===== config.mk =====
export PLATFORM = sky130hd
export DESIGN_NAME = gf256_inverse_euclid
export DESIGN_NICKNAME = d
export VERILOG_FILES = /design/src/rtl/gfinv_pkg.sv /design/src/rtl/gfinv_dpath.sv /design/src/rtl/gfinv_ctrl.sv /design/src/rtl/gf256_inverse_euclid.sv
export VERILOG_INCLUDE_DIRS = /design/src /design/src/rtl
export SDC_FILE = /design/constraint.sdc
export NUM_CORES = 1
export LEC_CHECK = 0
export ABC_AREA = 1
export BUFFER_PORTS_ARGS = -buffer_cell sky130_fd_sc_hd__buf_2
export CORE_ASPECT_RATIO = 1.5
export CORE_UTILIZATION = 40
export CTS_BUF_LIST = sky130_fd_sc_hd__clkbuf_8
export DETAILED_ROUTE_END_ITERATION = 6
export GPL_TIMING_DRIVEN = 0
export PLACE_DENSITY = 0.65
export REMOVE_ABC_BUFFERS = 1
export SLEW_MARGIN = 20
export SYNTH_ARGS = -nofsm -noshare
export SYNTH_HDL_FRONTEND = slang
export SYNTH_SLANG_ARGS = --single-unit

===== constraint.sdc =====
create_clock -name clk -period 3.6 [get_ports clk]
set_input_delay 0 -clock clk [delete_from_list [all_inputs] [get_ports clk]]
set_output_delay 0 -clock clk [all_outputs]
set_load 0.005 [all_outputs]

===== src/rtl/gf256_inverse_euclid_defines.svh =====
// Assertion macros shared by the GF(2^8) inverse controller and datapath.
// Each macro expects a clock named clk and an active-low reset named arst_n in scope.
`ifndef GF256_INVERSE_EUCLID_DEFINES_SVH
`define GF256_INVERSE_EUCLID_DEFINES_SVH

// The condition must hold in the same cycle as the trigger.
`define GFINV_ASSERT_NOW(label, trig, cond, msg) \
	label: assert property (@(posedge clk) disable iff (!arst_n) (trig) |-> (cond)) \
		else $error(msg);

// The condition must hold in the cycle after the trigger.
`define GFINV_ASSERT_NEXT(label, trig, cond, msg) \
	label: assert property (@(posedge clk) disable iff (!arst_n) (trig) |=> (cond)) \
		else $error(msg);

`endif


===== src/rtl/gfinv_pkg.sv =====
// Package for the GF(2^8) inverse block: state type, command and status structs,
// polynomial degree and field multiply functions. Depends on nothing.
package gfinv_pkg;

	localparam int unsigned VAL_W = 8;
	localparam int unsigned POLY_W = 9;
	localparam int unsigned DEG_W = 4;
	localparam int unsigned SH_W = 3;

	localparam logic [POLY_W-1:0] GF_REDUCER = 9'h11B;
	localparam logic [POLY_W-1:0] MODULUS_RESET = 9'h11B;

	typedef enum logic [1:0] {
		S_IDLE,
		S_CHECK,
		S_DIV
	} state_t;

	typedef struct packed {
		logic load;
		logic check;
		logic finish;
		logic div_step;
		logic update;
	} cmd_t;

	typedef struct packed {
		logic cur_one;
		logic cur_zero;
		logic div_done;
	} status_t;

	function automatic logic [DEG_W-1:0] poly_degree(input logic [POLY_W-1:0] x);
		logic [DEG_W-1:0] d;
		d = '0;
		for (int i = 0; i < POLY_W; i++) begin
			if (x[i]) begin
				d = DEG_W'(i);
			end
		end
		return d;
	endfunction

	function automatic logic [VAL_W-1:0] gf_mul(input logic [VAL_W-1:0] a_in,
			input logic [VAL_W-1:0] b);
		logic [VAL_W-1:0] acc;
		logic [POLY_W-1:0] a;
		acc = '0;
		a = {1'b0, a_in};
		for (int i = 0; i < VAL_W; i++) begin
			if (b[i]) begin
				acc = acc ^ a[VAL_W-1:0];
			end
			a = {a[POLY_W-2:0], 1'b0};
			if (a[POLY_W-1]) begin
				a = a ^ GF_REDUCER;
			end
		end
		return acc;
	endfunction

endpackage


===== src/rtl/gfinv_dpath.sv =====
// Datapath of the GF(2^8) inverse: remainder and coefficient registers, one long-division
// step per cycle while div_step is high, field multiply on update. Uses gfinv_pkg.
`include "gf256_inverse_euclid_defines.svh"
module gfinv_dpath (
	input  logic                 clk,
	input  logic                 arst_n,
	input  logic                 cfg_we,
	input  logic [8:0]           cfg_wdata,
	input  logic [7:0]           value,
	input  gfinv_pkg::cmd_t      cmd,
	output gfinv_pkg::status_t   status,
	output logic                 done,
	output logic [7:0]           inverse,
	output logic                 no_inverse
);
	import gfinv_pkg::*;

	logic [POLY_W-1:0] modulus_q;
	logic [POLY_W-1:0] prev_r_q;
	logic [POLY_W-1:0] cur_r_q;
	logic [POLY_W-1:0] num_q;
	logic [VAL_W-1:0]  prev_t_q;
	logic [VAL_W-1:0]  cur_t_q;
	logic [VAL_W-1:0]  quot_q;
	logic              zero_in_q;
	logic              done_q;
	logic [VAL_W-1:0]  inverse_q;
	logic              no_inverse_q;

	logic [DEG_W-1:0]  deg_num;
	logic [DEG_W-1:0]  deg_div;
	logic [DEG_W-1:0]  deg_diff;
	logic [SH_W-1:0]   shift;
	logic [POLY_W-1:0] num_next;
	logic [VAL_W-1:0]  quot_next;
	logic [VAL_W-1:0]  t_next;

	always_comb begin
		deg_num   = poly_degree(num_q);
		deg_div   = poly_degree(cur_r_q);
		deg_diff  = deg_num - deg_div;
		shift     = deg_diff[SH_W-1:0];
		num_next  = num_q ^ (cur_r_q << shift);
		quot_next = quot_q ^ (VAL_W'(1) << shift);
		t_next    = prev_t_q ^ gf_mul(quot_q, cur_t_q);
		status.cur_one  = (cur_r_q == POLY_W'(1));
		status.cur_zero = (cur_r_q == '0);
		status.div_done = (num_q == '0) || (deg_num < deg_div);
	end

	always_ff @(posedge clk or negedge arst_n) begin
		if (!arst_n) begin
			modulus_q <= MODULUS_RESET;
		end else if (cfg_we) begin
			modulus_q <= cfg_wdata;
		end
	end

	always_ff @(posedge clk) begin
		if (cmd.load) begin
			prev_r_q  <= modulus_q;
			cur_r_q   <= {1'b0, value};
			prev_t_q  <= '0;
			cur_t_q   <= VAL_W'(1);
			zero_in_q <= (value == '0);
		end else if (cmd.update) begin
			prev_r_q <= cur_r_q;
			cur_r_q  <= num_q;
			prev_t_q <= cur_t_q;
			cur_t_q  <= t_next;
		end
		if (cmd.check) begin
			num_q  <= prev_r_q;
			quot_q <= '0;
		end else if (cmd.div_step) begin
			num_q  <= num_next;
			quot_q <= quot_next;
		end
		if (cmd.finish) begin
			inverse_q    <= status.cur_one ? cur_t_q : '0;
			no_inverse_q <= !status.cur_one && !zero_in_q;
		end
	end

	always_ff @(posedge clk or negedge arst_n) begin
		if (!arst_n) begin
			done_q <= 1'b0;
		end else begin
			done_q <= cmd.finish;
		end
	end

	assign done       = done_q;
	assign inverse    = inverse_q;
	assign no_inverse = no_inverse_q;

	`GFINV_ASSERT_NOW(a_update_after_division, cmd.update, status.div_done,
		"Coefficient update issued before the division finished.")
	`GFINV_ASSERT_NOW(a_step_nontrivial_divisor, cmd.div_step,
		!status.cur_one && !status.cur_zero, "Division step with a divisor of zero or one.")
	`GFINV_ASSERT_NEXT(a_done_single_pulse, done_q, !done_q,
		"Result strobe lasted more than one cycle.")

endmodule


===== src/rtl/gfinv_ctrl.sv =====
// Controller of the GF(2^8) inverse: sequences load, remainder check,
// division steps, update and finish. Uses gfinv_pkg.
`include "gf256_inverse_euclid_defines.svh"
module gfinv_ctrl (
	input  logic                 clk,
	input  logic                 arst_n,
	input  logic                 start,
	input  gfinv_pkg::status_t   status,
	output gfinv_pkg::cmd_t      cmd,
	output logic                 busy
);
	import gfinv_pkg::*;

	state_t state_q;
	state_t state_next;

	always_comb begin
		state_next = state_q;
		case (state_q)
			S_IDLE: begin
				if (start) begin
					state_next = S_CHECK;
				end
			end
			S_CHECK: begin
				if (status.cur_one || status.cur_zero) begin
					state_next = S_IDLE;
				end else begin
					state_next = S_DIV;
				end
			end
			S_DIV: begin
				if (status.div_done) begin
					state_next = S_CHECK;
				end
			end
			default: state_next = S_IDLE;
		endcase
	end

	always_comb begin
		cmd  = '0;
		busy = 1'b1;
		case (state_q)
			S_IDLE: begin
				busy     = 1'b0;
				cmd.load = start;
			end
			S_CHECK: begin
				cmd.check  = 1'b1;
				cmd.finish = status.cur_one || status.cur_zero;
			end
			S_DIV: begin
				cmd.div_step = !status.div_done;
				cmd.update   = status.div_done;
			end
			default: begin
				busy = 1'b1;
			end
		endcase
	end

	always_ff @(posedge clk or negedge arst_n) begin
		if (!arst_n) begin
			state_q <= S_IDLE;
		end else begin
			state_q <= state_next;
		end
	end

	`GFINV_ASSERT_NEXT(a_start_goes_busy, start && !busy, busy,
		"Accepted request did not make the block busy.")
	`GFINV_ASSERT_NEXT(a_finish_goes_idle, cmd.finish, !busy,
		"Block stayed busy after delivering a result.")
	`GFINV_ASSERT_NEXT(a_division_returns_to_check, state_q == S_DIV && status.div_done,
		state_q == S_CHECK, "Finished division did not return to the remainder check.")

endmodule


===== src/rtl/gf256_inverse_euclid.sv =====
// Top level of the GF(2^8) multiplicative inverse by the extended Euclidean
// algorithm. Instantiates gfinv_ctrl and gfinv_dpath; uses gfinv_pkg.
//
// Channel   Ports                         Handshake
// request   start, value                  taken when start is high and busy is low
// result    done, inverse, no_inverse     valid for the single cycle done is high
// config    cfg_we, cfg_wdata             modulus written when cfg_we is high
//
// A request of zero or one goes from the load straight to a remainder check that finishes it.
// Otherwise each Euclid round runs one remainder check, one division step per quotient
// term and one update, until a check finds a remainder of zero or one.
// One request is in work at a time; busy stays high until the result is registered.
// Reset sets the modulus to 0x11B and clears the controller and result strobe.
// The receiver cannot stall; a result register holds until the next result.
module gf256_inverse_euclid (
	input  logic       clk,
	input  logic       arst_n,
	input  logic       start,
	input  logic [7:0] value,
	output logic       busy,
	input  logic       cfg_we,
	input  logic [8:0] cfg_wdata,
	output logic       done,
	output logic [7:0] inverse,
	output logic       no_inverse
);
	import gfinv_pkg::*;

	cmd_t    cmd;
	status_t status;

	gfinv_ctrl u_ctrl (
		.clk    (clk),
		.arst_n (arst_n),
		.start  (start),
		.status (status),
		.cmd    (cmd),
		.busy   (busy)
	);

	gfinv_dpath u_dpath (
		.clk        (clk),
		.arst_n     (arst_n),
		.cfg_we     (cfg_we),
		.cfg_wdata  (cfg_wdata),
		.value      (value),
		.cmd        (cmd),
		.status     (status),
		.done       (done),
		.inverse    (inverse),
		.no_inverse (no_inverse)
	);

endmodule

Yosys cells after proc, flatten, opt, wreduce, memory -nomap -nowiden
Index checks and enable logic that the tools add are counted.
Widths: inputs -> output; s select.
Storage, ports and cells
  word-level logic and storage cells: 97
  register bits after elaboration: 73
  bits of input ports: 21
Cells by class
  $lt $le $gt $ge: 1
  shift operators: 2
  bitwise logic cells: 17
  $add $sub $neg: 1
  multiplexer cells: 45
  equal/unequal tests: 5
  reduce and logical (&&, ||, !) cells: 13
Operator list (count)
  $mux 8: 10
  $xor 8x8->8: 9
  $mux 9: 4
  $mux 5: 7
  $mux 4: 8
  $not 4->4: 7
  $logic_not 9->1: 2
  $mux 2: 7
  $mux 3: 4
  $eq 9x1->1 const B: 1
  $shl 9x3->9: 1
  $xor 9x9->9: 1
  $logic_not 8->1: 1
  $shl 1x3->8 const A: 1
  $pmux 2 s3: 1
  $lt 4x4->1: 1
  $mux 1: 4
  $reduce_bool 2->1: 2
  $logic_not 1->1: 3
  $sub 3x3->3: 1
  $eq 2x1->1 const B: 1
  $eq 2x2->1 const B: 1
  $logic_not 2->1: 1
  $logic_or 1x1->1: 2
  4 further kinds: 4

Longest topological paths before layout
  depth in word-level cells: 17
  gate-level depth with buffers: 18
  mapped depth without buffers: 17

Modules after synthesis
Synthesis repeated with hierarchy kept, for this count alone.
Unflattened totals
  cells, all modules: 710
  area total of the unflattened synthesis: 5002.3 µm²
Modules (own cells, without submodules)
  gfinv_dpath: area an instance 4872.2 µm², cells an instance 691, times used 1, sequential area each 1838.0 µm²
  gfinv_ctrl: area an instance 130.1 µm², cells an instance 19, times used 1, sequential area each 50.0 µm²

Worst setup path before layout
No wires, ideal clock.
  path kind: register -> register
  start: register u_dpath.cur_r_q[1]
  end: register u_dpath.cur_r_q[0], enable pin
  clock period less this slack: 2.926 ns
  arrival: 2.554 ns
  stages on the path, launching flop included: 12
  slack: 0.674 ns
  path through: edfxtp_1 -> a21oi_1 -> nor2_1 -> o21ai_0 -> a21oi_1 -> ha_1 -> fa_1 -> o21ai_0 -> nand2_1 -> nand2_1 -> clkbuf_1 -> nand2_1
On the way
  cells in the longest elaborated chain, start to end: 12
RTL lines
  start: declaration: RTL line gfinv_dpath.sv:20  | logic [POLY_W-1:0] cur_r_q;
  start signal: assignment: RTL line gfinv_dpath.sv:62  | cur_r_q <= {1'b0, value};
  start signal: assignment: RTL line gfinv_dpath.sv:68  | cur_r_q <= num_q;
  $mux 1: RTL line gfinv_pkg.sv:37  | if (x[i]) begin
  $mux 2 (2 in a row): RTL line gfinv_pkg.sv:37
  $mux 3 (4 in a row): RTL line gfinv_pkg.sv:37
  $mux 4: RTL line gfinv_pkg.sv:37
  $lt 4x4->1: RTL line gfinv_dpath.sv:48  | status.div_done = (num_q == '0) || (deg_num < deg_div);
  $logic_or 1x1->1: RTL line gfinv_dpath.sv:48
  $mux 2: RTL line gfinv_ctrl.sv:44  | case (state_q)
  $reduce_bool 2->1 (no line)
No other way between the ends.
A chain may end at the register's enable or synchronous reset.

Final worst setup path
  start: register u_dpath.cur_r_q[2]
  end: register u_dpath.num_q[7], data pin
On the way
  cells in the longest elaborated chain, start to end: 12
RTL lines
  $mux 2 (2 in a row): RTL line gfinv_pkg.sv:37
  $mux 3 (4 in a row): RTL line gfinv_pkg.sv:37
  $mux 4: RTL line gfinv_pkg.sv:37
  $sub 3x3->3: RTL line gfinv_dpath.sv:41  | deg_diff = deg_num - deg_div;
  $shl 9x3->9 *: RTL line gfinv_dpath.sv:43  | num_next = num_q ^ (cur_r_q << shift);
  $xor 9x9->9 *: RTL line gfinv_dpath.sv:43
  $mux 9 *: RTL line gfinv_dpath.sv:75  | end else if (cmd.div_step) begin
  $mux 9 *: RTL line gfinv_dpath.sv:72  | if (cmd.check) begin
  end signal: assignment: RTL line gfinv_dpath.sv:73  | num_q <= prev_r_q;
  end signal: assignment: RTL line gfinv_dpath.sv:76  | num_q <= num_next;
  end: declaration: RTL line gfinv_dpath.sv:21  | logic [POLY_W-1:0] num_q;
Mark *: on every way between the ends. The rest lies on a longest branch, timed or not. The select of a mux whose other input is x is not followed.

==> key figures <==
Global routing
  • First-pass GRT wire length: 20890 µm
  • Met2 Use GR: 37.65%
  • Vias in the first global route: 4555
  • Largest net degree at the start of global routing: 47
  • Met1 usage in global routing: 21.22%
  • Grt met3 use: 3.224%
  • Total grt overflow: 0
  • Gr usage total: 20.58%
  • Most used routing layer: met2
  • Initial antenna violation count: 0

Floorplan
  • IO Count: 32
  • Die W: 93.50 µm
  • Cell Rows: 49
  • CORE AREA: 12140 µm²
  • Initial core utilization: 41.38%
  • Die area: 13020 µm²
  • Die H: 139.3 µm

Detailed routing
  • DRC: 0
  • Post-Route WL: 12770 µm
  • DR vias: 4646
  • Post-DRT Antenna Nets: 0
  • Iter 0 DRT Violations: 210
  • Via density: 5.111
  • Routed WL per cell: 14.05 µm
  • Detailed Routing Iterations Pass 1: 5

Yosys
  • Syn_area_per_cell: 7.036 µm²
  • Area leader, netlist: edfxtp_1
  • Top cells by area, synth: edfxtp_1 (22%), nand2_1 (16%), dfxtp_1 (10%), o21ai_0 (6.9%), inv_1 (6.5%)
  • Synth Area in XOR/XNOR: 9.365%
  • Synth Area in Simple Gates: 30.64%
  • Syn. warnings: 0
  • Synth cell types: 42
  • Post-synthesis mux area share: 0%
  • Largest family of logic cells by synthesized area: simple AND/OR/NAND/NOR gates
  • Syn Inst Count: 714
  • Compound-Gate Fraction of Synth Area: 11.58%
  • Post-Synthesis Cell Area: 5024 µm²
  • Seq/Total Area, Yosys: 37.58%
  • Ys async rst share: 16.44%
  • Post-synth EDFFs: 36
  • Post-synth top flop: edfxtp_1
  • Synthesized flop and latch total: 73
  • Share of Yosys cell area claimed by the top area cell type: 21.52%
  • Area share of fa/ha/maj cells after synthesis: 1.146%

Place
  • GPL Wtd Cong: 0.9479
  • Detailed Place HPWL: 9555 µm
  • # placed instances: 873
  • Number of buffers added on ports: 31

CTS
  • TritonCTS clock tree: built
  • H-tree levels: 3
  • Clk Latency, worst-skew pair: 0.36 ns
  • Clock tree buffer depth: 2
  • Root Driver: clkbuf_8
  • CTS buffer count: 9
  • Clock slew at reported path FFs: 0.08 ns
  • Clk sinks: 73

Worst setup path
  • Worst r2r src: u_dpath.cur_r_q[2]
  • Worst endpoint data arrival time: 3.33 ns
  • Req. time, crit path: 3.71 ns
  • Startpoint types: flop
  • CP startpoint: u_dpath.cur_r_q[2]
  • Critical Path End Type: flop
  • Largest fanout on the critical path: 12
  • Setup CP Type: reg -> reg

Run
  • Max-Cap Viols: 0

Timing
  • Worst-margin pin slew: 0.8786 ns
  • Slew headroom: 41.11%
  • Skew final: 0.01114 ns
  • Final Hold Vio Count: 0
  • RSZ-0062 raised after global routing: false
  • Fmax: 310.3 MHz
  • Slew Viols, Final: 0
  • Period utilization: 89.51%
  • Setup violators final: 0
  • Fin crit period: 3.222 ns
  • Final hold slack: 0.01753 ns

Min path
  • HP Start: value[4]
  • Hold Path Class: in -> reg

Finish
  • Syn-to-layout area delta: 13.20%
  • Layout Nets: 776
  • Share of layout cells above drive strength 1: 11.38%
  • Number of antenna diodes: 0
  • Most frequent cells in the layout: nand2_1 (217), inv_1 (89), o21ai_0 (69)
  • Non-Filler Instances: 909
  • Commonest non-fill, non-tap cell in the layout: nand2_1

Run status
  • Status: finished, final reports clean
registers in the layout, indices dropped and copies added, names as in the netlist:
name / cells
u_dpath.cur_t_q: 8
u_dpath.cur_r_q: 9
u_dpath.num_q: 9
u_dpath.prev_t_q: 8
u_dpath.inverse: 8
u_dpath.zero_in_q: 1
u_ctrl.state_q: 2
u_dpath.done: 1
u_dpath.prev_r_q: 9
u_dpath.modulus_q: 9
u_dpath.no_inverse: 1
u_dpath.quot_q: 8
worst max-delay path, stage by stage, from the launching register on:
cell	delay [ns]
edfxtp_1	0.47
inv_1	0.08
a21oi_1	0.15
nor2_1	0.05
o21ai_0	0.14
a21oi_1	0.09
ha_1	0.23
fa_2	0.71
inv_1	0.16
nor2_2	0.22
nand2_1	0.09
o2111ai_1	0.12
o21ai_0	0.17
o21ai_0	0.21
nand2_1	0.07
cells in the mapped netlist (2+ instances only):
library cell	count
nor2_1	46
xnor2_2	2
a21oi_1	26
nand3_1	56
buf_2	8
a21o_1	2
ha_1	3
edfxtp_1	36
o31ai_1	2
inv_1	87
o21bai_1	3
o21ai_0	69
nand2_2	13
buf_4	3
dfrtp_1	7
clkbuf_1	12
buf_6	3
nand2_1	220
or2_1	2
nor3b_1	3
inv_2	4
xnor2_1	19
nor4_1	3
nand4_1	3
xor2_1	26
nor2_4	2
nor3_1	8
a21oi_2	2
dfxtp_1	25
dfstp_2	5
nand3b_1	2
o2111ai_1	2
cell type report:
class	instances	area, µm²
Clock inverter	7	86.33
Fill cell	1215	6452
Sequential cell	73	1888
Multi-Input combinational cell	523	2685
Tap cell	153	191.4
Timing Repair Buffer	52	366.6
Clock buffer	9	123.9
Inverter	92	345.3
per-stage QoR:
step	util [%]	instance area (µm²)	setup slack [ns]	TNS [ns]
CTS	46.67	5665	0.2165	0
detailed placement	43.25	5250	-0.2388	-4.234
floorplan	-	4882	0.6006	0
global route	46.85	5687	0.1121	0
finish	46.85	5687	0.3778	0
global placement	43.07	5229	-0.2085	-3.567
final timing paths:
path / endpoint / slack (ns) / cells after the start
max: u_dpath.num_q[7] / 0.38 / 14
min: u_dpath.cur_r_q[4] / 0.02 / 3
max reg2reg: u_dpath.num_q[7] / 0.38 / 14
min reg2reg: u_dpath.prev_t_q[7] / 0.48 / 2
max in group asynchronous: u_dpath.modulus_q[0] / 3.25 / 2
min in group asynchronous: u_dpath.modulus_q[2] / 0.06 / 2
routing by layer:
metal  vias up  share of wire [%]
li1       2356                  -
met1      2133                 39
met2       116                 53
met3        41                2.7
met4         0                5.0
met5         -                  0
timing repair:
item | 4_1_cts | 5_1_grt
setup buffers | 0 | 0
pin swaps | 0 | 0
endpoints found under the hold margin | 27 | 0
hold buffers | 20 | 0
resized for setup | 2 | 4
setup endpoints to repair | 20 | 5
cells by family (layout without fill, tap and decap cells):
| kind of cell | after synthesis | in the layout |
|---|---|---|
| xor+xnor | 49 | 49 |
| simple gates | 361 | 361 |
| compound gates | 109 | 109 |
| flops | 73 | 73 |
| fa+ha+maj | 4 | 4 |
| buf+inv | 118 | 160 |
Power is not shown: default switching activity piles up to over one toggle a cycle in this logic, so the estimate is an artifact.
